[config.mk]
export PLATFORM = sky130hd
export DESIGN_NAME = group_reverse_stream
export DESIGN_NICKNAME = d
export VERILOG_FILES = /design/src/grs_pkg.sv /design/src/group_reverse_stream.sv /design/src/grs_ctrl.sv /design/src/grs_datapath.sv
export SDC_FILE = /design/constraint.sdc
export NUM_CORES = 1
export LEC_CHECK = 0
export ABC_AREA = 1
export BUFFER_PORTS_ARGS = -buffer_cell sky130_fd_sc_hd__buf_2
export CAP_MARGIN = 20
export CORE_ASPECT_RATIO = 0.75
export CORE_UTILIZATION = 55
export DETAILED_ROUTE_END_ITERATION = 16
export GPL_TIMING_DRIVEN = 0
export HOLD_SLACK_MARGIN = 0.03
export PLACE_DENSITY = 0.72
export SETUP_SLACK_MARGIN = 0.15
export SLEW_MARGIN = 20
export SYNTH_ARGS = -nofsm -noshare
export SYNTH_HDL_FRONTEND = slang
export SYNTH_SLANG_ARGS = --single-unit
export TNS_END_PERCENT = 1
[constraint.sdc]
create_clock -name aclk -period 9.4 [get_ports aclk]
set_input_delay 0.47 -clock aclk [delete_from_list [all_inputs] [get_ports aclk]]
set_output_delay 0.47 -clock aclk [all_outputs]
set_load 0.05 [all_outputs]
[src/grs_pkg.sv]
// shared types and constants for the group reverse stream block
package grs_pkg;

    localparam int DATA_W = 32;
    localparam int GS_W = 5;
    localparam logic [GS_W-1:0] GS_RESET = 5'd2;

    typedef enum logic [2:0] {
        ST_FILL = 3'b001,
        ST_LOAD = 3'b010,
        ST_SHOW = 3'b100
    } state_t;

    typedef struct packed {
        logic store;
        logic load_first;
        logic load_next;
    } cmd_t;

    typedef struct packed {
        logic group_done;
        logic show_last;
    } status_t;

endpackage

[src/group_reverse_stream.sv]
// group reverse stream top level: controller plus datapath
// Values are collected into a group memory of MAX_GROUP entries; when the
// count reaches the configured group size (0 acts as 1, values above
// MAX_GROUP act as MAX_GROUP) the group is sent newest first, and an item
// with s_tlast that leaves a partial group sends that group oldest first.
// m_tlast marks the last transfer of each run and m_tuser the last transfer
// of the sequence. Each input transfer takes one cycle while a group fills;
// the run of results then follows, since the single-port group memory has a
// registered read and the controller holds s_tready low until the run has
// drained, so no new value is taken while a run is shown. Write cfg_wdata
// only while idle.
module group_reverse_stream #(
    parameter int MAX_GROUP = 16
) (
    input  logic                       aclk,
    input  logic                       aresetn,
    input  logic                       cfg_we,
    input  logic [grs_pkg::GS_W-1:0]   cfg_wdata,
    input  logic                       s_tvalid,
    output logic                       s_tready,
    input  logic [grs_pkg::DATA_W-1:0] s_tdata,   // value
    input  logic                       s_tlast,
    output logic                       m_tvalid,
    input  logic                       m_tready,
    output logic [grs_pkg::DATA_W-1:0] m_tdata,   // out_value
    output logic                       m_tlast,
    output logic                       m_tuser    // seq_end
);

    grs_pkg::cmd_t    cmd;
    grs_pkg::status_t status;

    grs_ctrl u_ctrl (
        .aclk     (aclk),
        .aresetn  (aresetn),
        .s_tvalid (s_tvalid),
        .s_tready (s_tready),
        .m_tvalid (m_tvalid),
        .m_tready (m_tready),
        .status   (status),
        .cmd      (cmd)
    );

    grs_datapath #(
        .MAX_GROUP (MAX_GROUP)
    ) u_datapath (
        .aclk      (aclk),
        .aresetn   (aresetn),
        .cfg_we    (cfg_we),
        .cfg_wdata (cfg_wdata),
        .s_tdata   (s_tdata),
        .s_tlast   (s_tlast),
        .cmd       (cmd),
        .status    (status),
        .m_tdata   (m_tdata),
        .m_tlast   (m_tlast),
        .m_tuser   (m_tuser)
    );

endmodule

[src/grs_ctrl.sv]
// controller state machine: fill, first read, show results
module grs_ctrl (
    input  logic            aclk,
    input  logic            aresetn,
    input  logic            s_tvalid,
    output logic            s_tready,
    output logic            m_tvalid,
    input  logic            m_tready,
    input  grs_pkg::status_t status,
    output grs_pkg::cmd_t   cmd
);

    grs_pkg::state_t state_reg;
    grs_pkg::state_t state_next;

    always_ff @(posedge aclk) begin
        if (!aresetn) begin
            state_reg <= grs_pkg::ST_FILL;
        end else begin
            state_reg <= state_next;
        end
    end

    always_comb begin
        state_next = state_reg;
        cmd = '0;
        case (state_reg)
            grs_pkg::ST_FILL: begin
                if (s_tvalid) begin
                    cmd.store = 1'b1;
                    if (status.group_done) begin
                        state_next = grs_pkg::ST_LOAD;
                    end
                end
            end
            grs_pkg::ST_LOAD: begin
                cmd.load_first = 1'b1;
                state_next = grs_pkg::ST_SHOW;
            end
            grs_pkg::ST_SHOW: begin
                if (m_tready) begin
                    if (status.show_last) begin
                        state_next = grs_pkg::ST_FILL;
                    end else begin
                        cmd.load_next = 1'b1;
                    end
                end
            end
            default: begin
                state_next = grs_pkg::ST_FILL;
            end
        endcase
    end

    assign s_tready = (state_reg == grs_pkg::ST_FILL);
    assign m_tvalid = (state_reg == grs_pkg::ST_SHOW);

endmodule

[src/grs_datapath.sv]
// datapath: group memory, fill count, drain position and result register
module grs_datapath #(
    parameter int MAX_GROUP = 16
) (
    input  logic                       aclk,
    input  logic                       aresetn,
    input  logic                       cfg_we,
    input  logic [grs_pkg::GS_W-1:0]   cfg_wdata,
    input  logic [grs_pkg::DATA_W-1:0] s_tdata,
    input  logic                       s_tlast,
    input  grs_pkg::cmd_t              cmd,
    output grs_pkg::status_t           status,
    output logic [grs_pkg::DATA_W-1:0] m_tdata,
    output logic                       m_tlast,
    output logic                       m_tuser
);

    localparam int CNT_W = $clog2(MAX_GROUP + 1);
    localparam int IDX_W = (MAX_GROUP > 1) ? $clog2(MAX_GROUP) : 1;

    logic [grs_pkg::DATA_W-1:0] mem [MAX_GROUP];

    logic [grs_pkg::GS_W-1:0]   group_size_reg;
    logic [CNT_W-1:0]           count_reg;
    logic [CNT_W-1:0]           count_next;
    logic [CNT_W-1:0]           len_reg;
    logic [CNT_W-1:0]           pos_reg;
    logic                       rev_reg;
    logic                       seq_reg;
    logic [grs_pkg::DATA_W-1:0] data_reg;
    logic                       run_end_reg;
    logic                       seq_end_reg;

    logic [CNT_W-1:0] eff_size;
    logic [CNT_W-1:0] count_plus;
    logic             full;
    logic [CNT_W-1:0] rd_pos;
    logic [CNT_W-1:0] rd_addr;
    logic             rd_last;

    // effective group size: zero reads as one, saturates at the buffer depth
    always_comb begin
        if (group_size_reg == '0) begin
            eff_size = CNT_W'(1);
        end else if (int'(group_size_reg) > MAX_GROUP) begin
            eff_size = CNT_W'(MAX_GROUP);
        end else begin
            eff_size = CNT_W'(group_size_reg);
        end
    end

    assign count_plus = count_reg + CNT_W'(1);
    assign full = (count_plus >= eff_size);
    assign status.group_done = full || s_tlast;
    assign status.show_last = run_end_reg;

    always_comb begin
        count_next = count_reg;
        if (cmd.store) begin
            count_next = status.group_done ? '0 : count_plus;
        end
    end

    // read position: first entry on a new run, else one past the shown one
    assign rd_pos = cmd.load_first ? '0 : pos_reg;
    assign rd_addr = rev_reg ? (len_reg - CNT_W'(1) - rd_pos) : rd_pos;
    assign rd_last = (rd_pos == len_reg - CNT_W'(1));

    always_ff @(posedge aclk) begin
        if (!aresetn) begin
            group_size_reg <= grs_pkg::GS_RESET;
            count_reg <= '0;
        end else begin
            if (cfg_we) begin
                group_size_reg <= cfg_wdata;
            end
            count_reg <= count_next;
        end
    end

    always_ff @(posedge aclk) begin
        if (cmd.store) begin
            mem[count_reg[IDX_W-1:0]] <= s_tdata;
        end
        if (cmd.store && status.group_done) begin
            len_reg <= count_plus;
            rev_reg <= full;
            seq_reg <= s_tlast;
        end
        if (cmd.load_first || cmd.load_next) begin
            data_reg <= mem[rd_addr[IDX_W-1:0]];
            run_end_reg <= rd_last;
            seq_end_reg <= rd_last && seq_reg;
            pos_reg <= rd_pos + CNT_W'(1);
        end
    end

    assign m_tdata = data_reg;
    assign m_tlast = run_end_reg;
    assign m_tuser = seq_end_reg;

endmodule

Word-level counts from Yosys, hierarchy flattened --
Memory sizes are Yosys's and may differ from the RTL's. A register that Yosys moved wholly into a read port is not among the register bits. Index checks and enable logic that the tools add are counted.
Word-level totals: memories 1, memory bits (writable) 512, output and inout bits 36, register bits after elaboration 27, bits of input ports 43
Memory list:
- u_datapath.mem | words 16, bits a word 32, rd ports 1, clocked after Yosys merged registers in 1, write ports 1, line grs_datapath.sv:21 | logic [grs_pkg::DATA_W-1:0] mem [MAX_GROUP];
Operators by class: reduce and logical (&&, ||, !) cells 6, mux-type cells 18, add/sub/neg operators 4, magnitude comparators 2, equal/unequal tests 8
Operators by type and width (count):
- 5-bit two-way mux | 4
- 3-bit two-way mux | 4
- 5-bit by 1-bit adder with 5-bit output, second input constant | 2
- 3-bit case mux with 3 select lines | 1
- 1-bit two-way mux | 8
- 2-bit by 1-bit != test with 1-bit output, second input constant | 3
- 5-bit == test | 1
- 5-bit greater-or-equal comparator | 1
- 5-bit > comparator, second input constant | 1
- 5-bit zero test | 1
- 5-bit by 1-bit subtractor with 5-bit output, second input constant | 1
- 4-bit two-way mux | 1
- 4-bit AND reduction | 1
- 4-bit subtractor | 1
- 3-bit by 1-bit == test with 1-bit output, second input constant | 1
- 3-bit by 2-bit == test with 1-bit output, second input constant | 1
- 3-bit == test, second input constant | 1
- 1-bit logical AND | 2
- 1-bit logical OR | 2
- 2-bit != test, second input constant | 1

Logic depth before layout (Yosys ltp) --
Gate-level depths: netlist of the first run.
depth in word-level cells 8, mapped depth 16, depth with buffers taken out 14

By module --
From an unflattened synthesis of the first run, not the netlist that was laid out.
Second synthesis, totals: cell total of the unflattened synthesis 2573, area, all modules 25794.7 µm²
Modules (own cells, without submodules):
- grs_datapath | seq. area each 16956.3 µm², area each 25613.3 µm², cells an instance 2546, instances 1
- grs_ctrl | seq. area each 60.1 µm², area each 181.4 µm², cells an instance 27, instances 1

Worst setup path before layout of the first run --
No wires, ideal clock.
path kind flip-flop to flip-flop, from reg u_ctrl.state_reg[0], to mem u_datapath.mem[11][0] (netlist bit), enable pin, path buffers 1, required time 8.939 ns, slack 4.773 ns, setup time 0.461 ns, stages on the path, launching flop included 6, arrival 4.166 ns, path through dfxtp_1 inv_1 nor3_1 nand2_1 clkbuf_1 nor3_1
Between the ends: cells in the longest elaborated chain, start to end 4
Ends and longest elaborated chain:
- start: declaration | line grs_ctrl.sv:13 | grs_pkg::state_t state_reg;
- start signal: assignment | line grs_ctrl.sv:18 | state_reg <= grs_pkg::ST_FILL;
- start signal: assignment | line grs_ctrl.sv:20 | state_reg <= state_next;
- 3-bit by 1-bit == test with 1-bit output
- via s_tready | line group_reverse_stream.sv:20 | output logic s_tready,
- 1-bit two-way mux | line grs_ctrl.sv:27 | case (state_reg)
- 1-bit two-way mux | line grs_datapath.sv:82 | if (cmd.store) begin
- 1-bit two-way mux (implied by the code) | line grs_datapath.sv:83 | mem[count_reg[IDX_W-1:0]] <= s_tdata;
- end: declaration | line grs_datapath.sv:21
The timed path passes the listed nets, and every way through them passes these cells.

Final worst setup path of the first run --
from reg u_ctrl.state_reg[0], to reg u_datapath.data_reg, in the netlist u_datapath.m_tdata[0], read port of u_datapath.mem (data pin)
Between the ends: cells in the longest elaborated chain, start to end 5, elaborated cells between the ends (all ways) 8, those cells by class add/sub: 1; eq/ne: 2; mux: 4; reduce/logical: 1
Ends and longest elaborated chain:
- 3-bit by 2-bit == test with 1-bit output | line grs_ctrl.sv:27
- 1-bit two-way mux | line grs_ctrl.sv:27
- 5-bit two-way mux | line grs_datapath.sv:65 | assign rd_pos = cmd.load_first ? '0 : pos_reg;
- 4-bit subtractor | line grs_datapath.sv:66 | assign rd_addr = rev_reg ? (len_reg - CNT_W'(1) - rd_pos) : rd_pos;
- 4-bit two-way mux | line grs_datapath.sv:66
- end: declaration | line grs_datapath.sv:30 | logic [grs_pkg::DATA_W-1:0] data_reg;
Parallel ways exist; a longest one is shown, timed or not. A chain may end at the register's enable or synchronous reset.

==> impl_metrics.toml, run 1 <==
[run_status]
status = "completed"

[grt]
grt_max_degree = 40
grt_remaining_overflow = 0
grt_pass1_wl_um = 97120
grt_pass1_vias = 16550
grt_antenna_before_repair = 0
grt_usage = 0.2898

[logic_synthesis]
syn_avg_cell_area_um2 = 10.94
syn-num-nets = 2295
ys_ff_latch = 571
synth.area.top_cells = "edfxtp_1 (68%), nand3_1 (11%), nand2_1 (9.1%)"
postSynth.asyncResetShare = 0
synth_cell_type_count = 26
syn-cell-area_um2 = 24460
synth_edf_count = 558
yosysTopAreaCell = "edfxtp_1"
yosysWarnings = 0
synth_top_area_frac = 0.6850
synthCells = 2237
seq_area_frac_synth = 0.6956
synth-main-ff-cell = "edfxtp_1"

[floorplanning]
fp.dieArea_um2 = 45330
die_x_um = 245.5
core_area_um2 = 43600
die_y_um = 184.6
initial_core_util = 0.5610
fp-row-count = 66
ios = 79

[layout]
design_area_um2 = 28000
areaGrowthSynthToFinish_pct = 14.45
largest_reg_flops = 512
postLayoutCoreUtil = 0.6421
final_nets = 2455
drive_above_1_share = 0.1110

[sta]
fin_crit_ps = 3740
fmax_mhz = 267.3
slew_violations = 0
hold_viol_final = 0
fin_crit_sh = 0.3979
rsz0062_at_grt = "no"
finalClockSkew_ps = 19.46
worstMarginPinSlew_ps = 999.9
relSlewSlack = 0.3334
tns_ps = 0
setup_viol = 0

[clock_tree]
htree_num_levels = 2
clockRootBuffer = "clkbuf_16"
hold_buffers = 0
numCtsBuffers = 54
cts-resized-gates = 0
clock_sinks = 571
clock_latency_ps = 600
cts_setup_buffers = 0
path_clk_slew_ps = 60
cts_tree = "done"
cts_buffer_depth = 3

[drt]
drt_iter0_drc = 2034
drtPass1Iterations = 6
wl_per_cell_um = 21.34
drc = 0
final_antenna_net_count = 0
via_per_inst = 5.736
routed_wl_um = 64490
dr_total_vias = 17334

[setup_path]
worstPathArrival_ps = 4200
path_class = "reg2reg"
cp.required_ps = 9860
path_max_fanout = 11
start_kind = "register"
crit_path_end_kind = "register"

[flow_run]
maxCapViolations = 0

[pwr]
p_int_uw = 4404
p_leak_uw = 0.01132
clkPwrFrac = 0.376
seqPwrFrac = 0.476
ir_worst_vdd_mv = 0.1739
p_per_area_nw_per_um2 = 214.4
p_sw_uw = 1600
p_comb_frac = 0.148
swShare = 0.2664

[min_path]
hp-class = "in2reg"

[place]
portBuffers = 78
post-dp-hpwl_um = 43710
globalplace.congestion = 0.8698
dpl_cell_area_um2 = 26170
-- routing by layer --
metal  global-route usage  wire (um)  vias to the layer above
met2               0.4513      29350                      962
met4              0.09540       1648                        0
li1                     -          -                     7930
met5                    0          0                        -
met3              0.05387       6757                      134
met1               0.4132      26740                     8308
-- synth_stat cells (13+ instances only) --
cell type / count
buf_1: 30
nand2_1: 596
clkbuf_1: 37
edfxtp_1: 558
buf_4: 15
dfxtp_1: 13
ha_1: 14
buf_2: 51
nand3b_1: 34
inv_1: 257
nor2_1: 29
nand3_1: 561
-- placed cells by master, fill, tap and decap left out, types with 3 or more instances in the layout --
cell	n
clkinv_1	14
buf_6	4
ha_1	14
dfxtp_1	13
buf_4	24
xor2_1	7
clkbuf_16	57
buf_1	30
o21ai_0	9
nor2_4	13
edfxtp_1	558
bufinv_16	8
a21oi_1	8
nor3_2	3
buf_2	129
xnor2_1	3
clkinv_2	12
nand3b_1	34
nor2_1	16
inv_1	257
nand3_1	561
clkbuf_1	45
nand2_1	595
buf_16	12
-- through the flow --
| stage | power, uW | hold slack (ps) | std cells | worst slack [ps] |
|---|---|---|---|---|
| global route | 6191 | 64.09 | 3020 | 5426 |
| finish | 6004 | 76.51 | 3022 | 5660 |
| CTS | 6004 | 55.11 | 3020 | 5743 |
| floorplan | 3449 | 445.8 | 2237 | 4773 |
| detailed placement | 3780 | 486.2 | 2919 | 5800 |
| global placement | 3746 | 465.7 | 2893 | 3175 |
-- layout make-up --
type	instances	area (um2)
Timing Repair Buffer	104	862.1
Clock inverter	36	369.1
Tap cell	578	723.2
Fill cell	3236	15600
Inverter	259	972.2
Multi-Input combinational cell	1273	5963
Buffer	134	630.6
Clock buffer	65	1456
Antenna cell	2	5.005
Sequential cell	571	17020
-- worst max-delay path: stages, from the launching register on --
cell and delay [ps]:
dfxtp_1 340, inv_1 70, nand3_2 200, inv_1 80, nor2_1 230, ha_1 200, inv_1 70, fa_1 560
nand2_1 60, o21ai_1 120, buf_2 440, buf_1 630, nand3_1 240, nand3_1 190, nand3_1 100, nand2_1 100
-- power groups by stage --
stage               Combinational [uW]  Clock, uW  Sequential (uW)
floorplan                          525          0             2920
global placement                   833          0             2910
finish                             889       2260             2860
CTS                                875       2270             2860
detailed placement                 868          0             2910
global route                       962       2370             2860
-- final timing paths --
kind	from	to	slack, ps	cells after the start
max reg2reg	u_ctrl.state_reg[0]$_SDFFE_PN1P_	u_datapath.m_tdata[0]$_DFFE_PP_	5660	15
min	s_tlast	u_datapath.seq_reg$_DFFE_PP_	80	1
min reg2reg	u_datapath.group_size_reg[1]$_SDFFE_PN1P_	u_datapath.group_size_reg[1]$_SDFFE_PN1P_	520	2
max	u_ctrl.state_reg[0]$_SDFFE_PN1P_	u_datapath.m_tdata[0]$_DFFE_PP_	5660	15
-- kinds of logic (layout without fill, tap and decap cells) --
kind of cell               Yosys count  after routing  share of synthesized area
DFF                                571            571                     0.6956
AOI/OAI and AO/OA                   18             18                   0.003682
and+or+nand+nor                   1230           1230                     0.2236
xor gates and xnor gates            10             10                   0.003581
buffers and inverters              393            598                    0.06552
adders and majority gates           15             15                   0.007979
other                                0              2                          0
No activity file was read; power rests on OpenSTA's default activity.
==> run 2: changes to the inputs <==
Clock period 9.4 ns to 3.65 ns, I/O delays scaled along.
==> run 2 against run 1 <==
Net effect:
- clock skew is 2.2 ps higher
- count of clock-buffer cells in the layout did not move
- combinational power grew to 2.7 times the previous value
- cell count increased by 1.5%
- sequential power increased to 2.6 times the previous value
- total power rose to 2.6 times the previous value
- worst setup slack worse by 5400 ps
- die area unchanged
- sequential share of layout area shrank 1.1 points
- cell area is 1.9% higher
- register-to-register slack got worse by 5400 ps
- non-clock buffer count grew 47
- largest power group unchanged
==> impl_metrics.toml, run 2 (synthesized netlist as in run 1, its figures left out) <==
[grt]
grt_pass1_wl_um = 98900
grt_usage = 0.2953
grt_max_degree = 40
grt_antenna_before_repair = 1
grt_remaining_overflow = 0
grt_pass1_vias = 16823

[sta]
relSlewSlack = 0.4615
fin_crit_ps = 3367
fin_crit_sh = 0.9224
worstMarginPinSlew_ps = 807.8
slew_violations = 0
setup_viol = 0
fmax_mhz = 297.0
rsz0062_at_grt = "yes"
holdWs_ps = 320.6
finalClockSkew_ps = 21.63
hold_viol_final = 0

[drt]
wl_per_cell_um = 21.49
routed_wl_um = 65920
final_antenna_net_count = 0
drtPass1Iterations = 6
dr_total_vias = 17635
via_per_inst = 5.748
drt_iter0_drc = 2323
drc = 0

[layout]
final_nets = 2502
final_common_cell = "nand2_1"
fillCellCount = 3170
final_cell_mix = "nand2_1 (595), nand3_1 (561), edfxtp_1 (558)"
drive_above_1_share = 0.1185
largest_reg_flops = 512
areaGrowthSynthToFinish_pct = 16.60
postLayoutCoreUtil = 0.6542

[setup_path]
crit_top_cell = "inv_1"
crit_path_end_kind = "register"
max_stage_delay_ps = 440
start_kind = "register"
cp.required_ps = 3980
path_max_fanout = 10
worstPathCellList = "inv_1 > nand3_2 > inv_1 > nor2_1 > ha_1 > inv_1 > fa_1 > xnor2_1 > nand2_1 > o21ai_0 > inv_2 > buf_2 > nand3_1 > nand3_1 > nand2_1"
path_class = "reg2reg"
cpLargestDelayFamily = "buffers and inverters"
critPathSlowestCell = "fa_1"
crit_buf_inv = 5
worstPathArrival_ps = 3700

[floorplanning]
die_y_um = 184.6
fp-row-count = 66
die_x_um = 245.5
core_area_um2 = 43600
initial_core_util = 0.5610
ios = 79
fp.dieArea_um2 = 45330

[clock_tree]
cts_tree = "done"
cts_setup_buffers = 0
clock_sinks = 571
clockRootBuffer = "clkbuf_16"
clock_latency_ps = 610
cts_buffer_depth = 3
htree_num_levels = 2
path_clk_slew_ps = 70
numCtsBuffers = 54

[place]
globalplace.congestion = 0.8409
portBuffers = 78
post-dp-hpwl_um = 43060

[pwr]
power_uw = 15410
ir_worst_vdd_mv = 0.4263
p_leak_uw = 0.01160
p_per_area_nw_per_um2 = 540.4

[run_status]
status = "completed"

[min_path]
hp-class = "in2reg"

[flow_run]
maxCapViolations = 0
run 2: cell count changes in the layout (fill, tap and decap cells not counted), moves of 4 or more:
cell	delta
clkbuf_4	+4
clkbuf_1	-11
clkbuf_2	+25
buf_4	-8
buf_1	-17
dlygate4sd3_1	+52
buf_8	+7
clkinv_2	-5
run 2: final cells by class:
class                   instances  area, um2  share of cell area
flip-flops and latches        571      17020              0.5966
multi-input cells            1273       5982              0.2097
clock buffers                  65       1393             0.04882
repair buffers                151       1371             0.04808
inverters                     259      972.2             0.03408
well taps                     578      723.2             0.02536
plain buffers                 134      681.9             0.02391
clock inverters                36      380.4             0.01334
diodes                          1      2.502          0.00008773
run 2: worst paths after layout:
kind	from	slack (ps)	to	cells after the start
setup / recovery	u_ctrl.state_reg[0]$_SDFFE_PN1P_	280	u_datapath.m_tdata[13]$_DFFE_PP_	15
hold / removal	s_tlast	320	u_datapath.seq_reg$_DFFE_PP_	2
setup reg to reg	u_ctrl.state_reg[0]$_SDFFE_PN1P_	280	u_datapath.m_tdata[13]$_DFFE_PP_	15
hold reg to reg	u_datapath.count_reg[4]$_SDFFE_PN0P_	530	u_datapath.count_reg[4]$_SDFFE_PN0P_	2
run 2: per-stage QoR:
step | setup TNS, ps | cells | worst slack, ps | cell area, um2
CTS | 0 | 3067 | 85.04 | 28480
finish | 0 | 3068 | 283.3 | 28520
detailed placement | 0 | 2914 | 124.1 | 26180
floorplan | -131280 | 2237 | -326.2 | 24480
global route | 0 | 3068 | 104.3 | 28520
global placement | -332700 | 2893 | -1066 | 25590
run 2: metal layers:
| layer | wire length (um) | up-vias | GRT usage |
|---|---|---|---|
| li1 | - | 8022 | - |
| met1 | 27040 | 8439 | 0.4236 |
| met2 | 29610 | 1008 | 0.4512 |
| met3 | 7124 | 166 | 0.05693 |
| met4 | 2144 | 0 | 0.1068 |
| met5 | 0 | - | 0 |
run 2: what timing repair did:
item                                    in CTS  in global routing
hold buffers                                52                  0
endpoints found under the hold margin      526                  0
cloned                                       0                  0
endpoints found under the setup margin      31                 32
pin swaps                                    0                  0
resized for setup                            6                 48
run 2: power by group:
group,internal (uW),switching (uW)
logic,681,1700
clock network,3230,2450
registers,7330,30.9
total,11200,4180
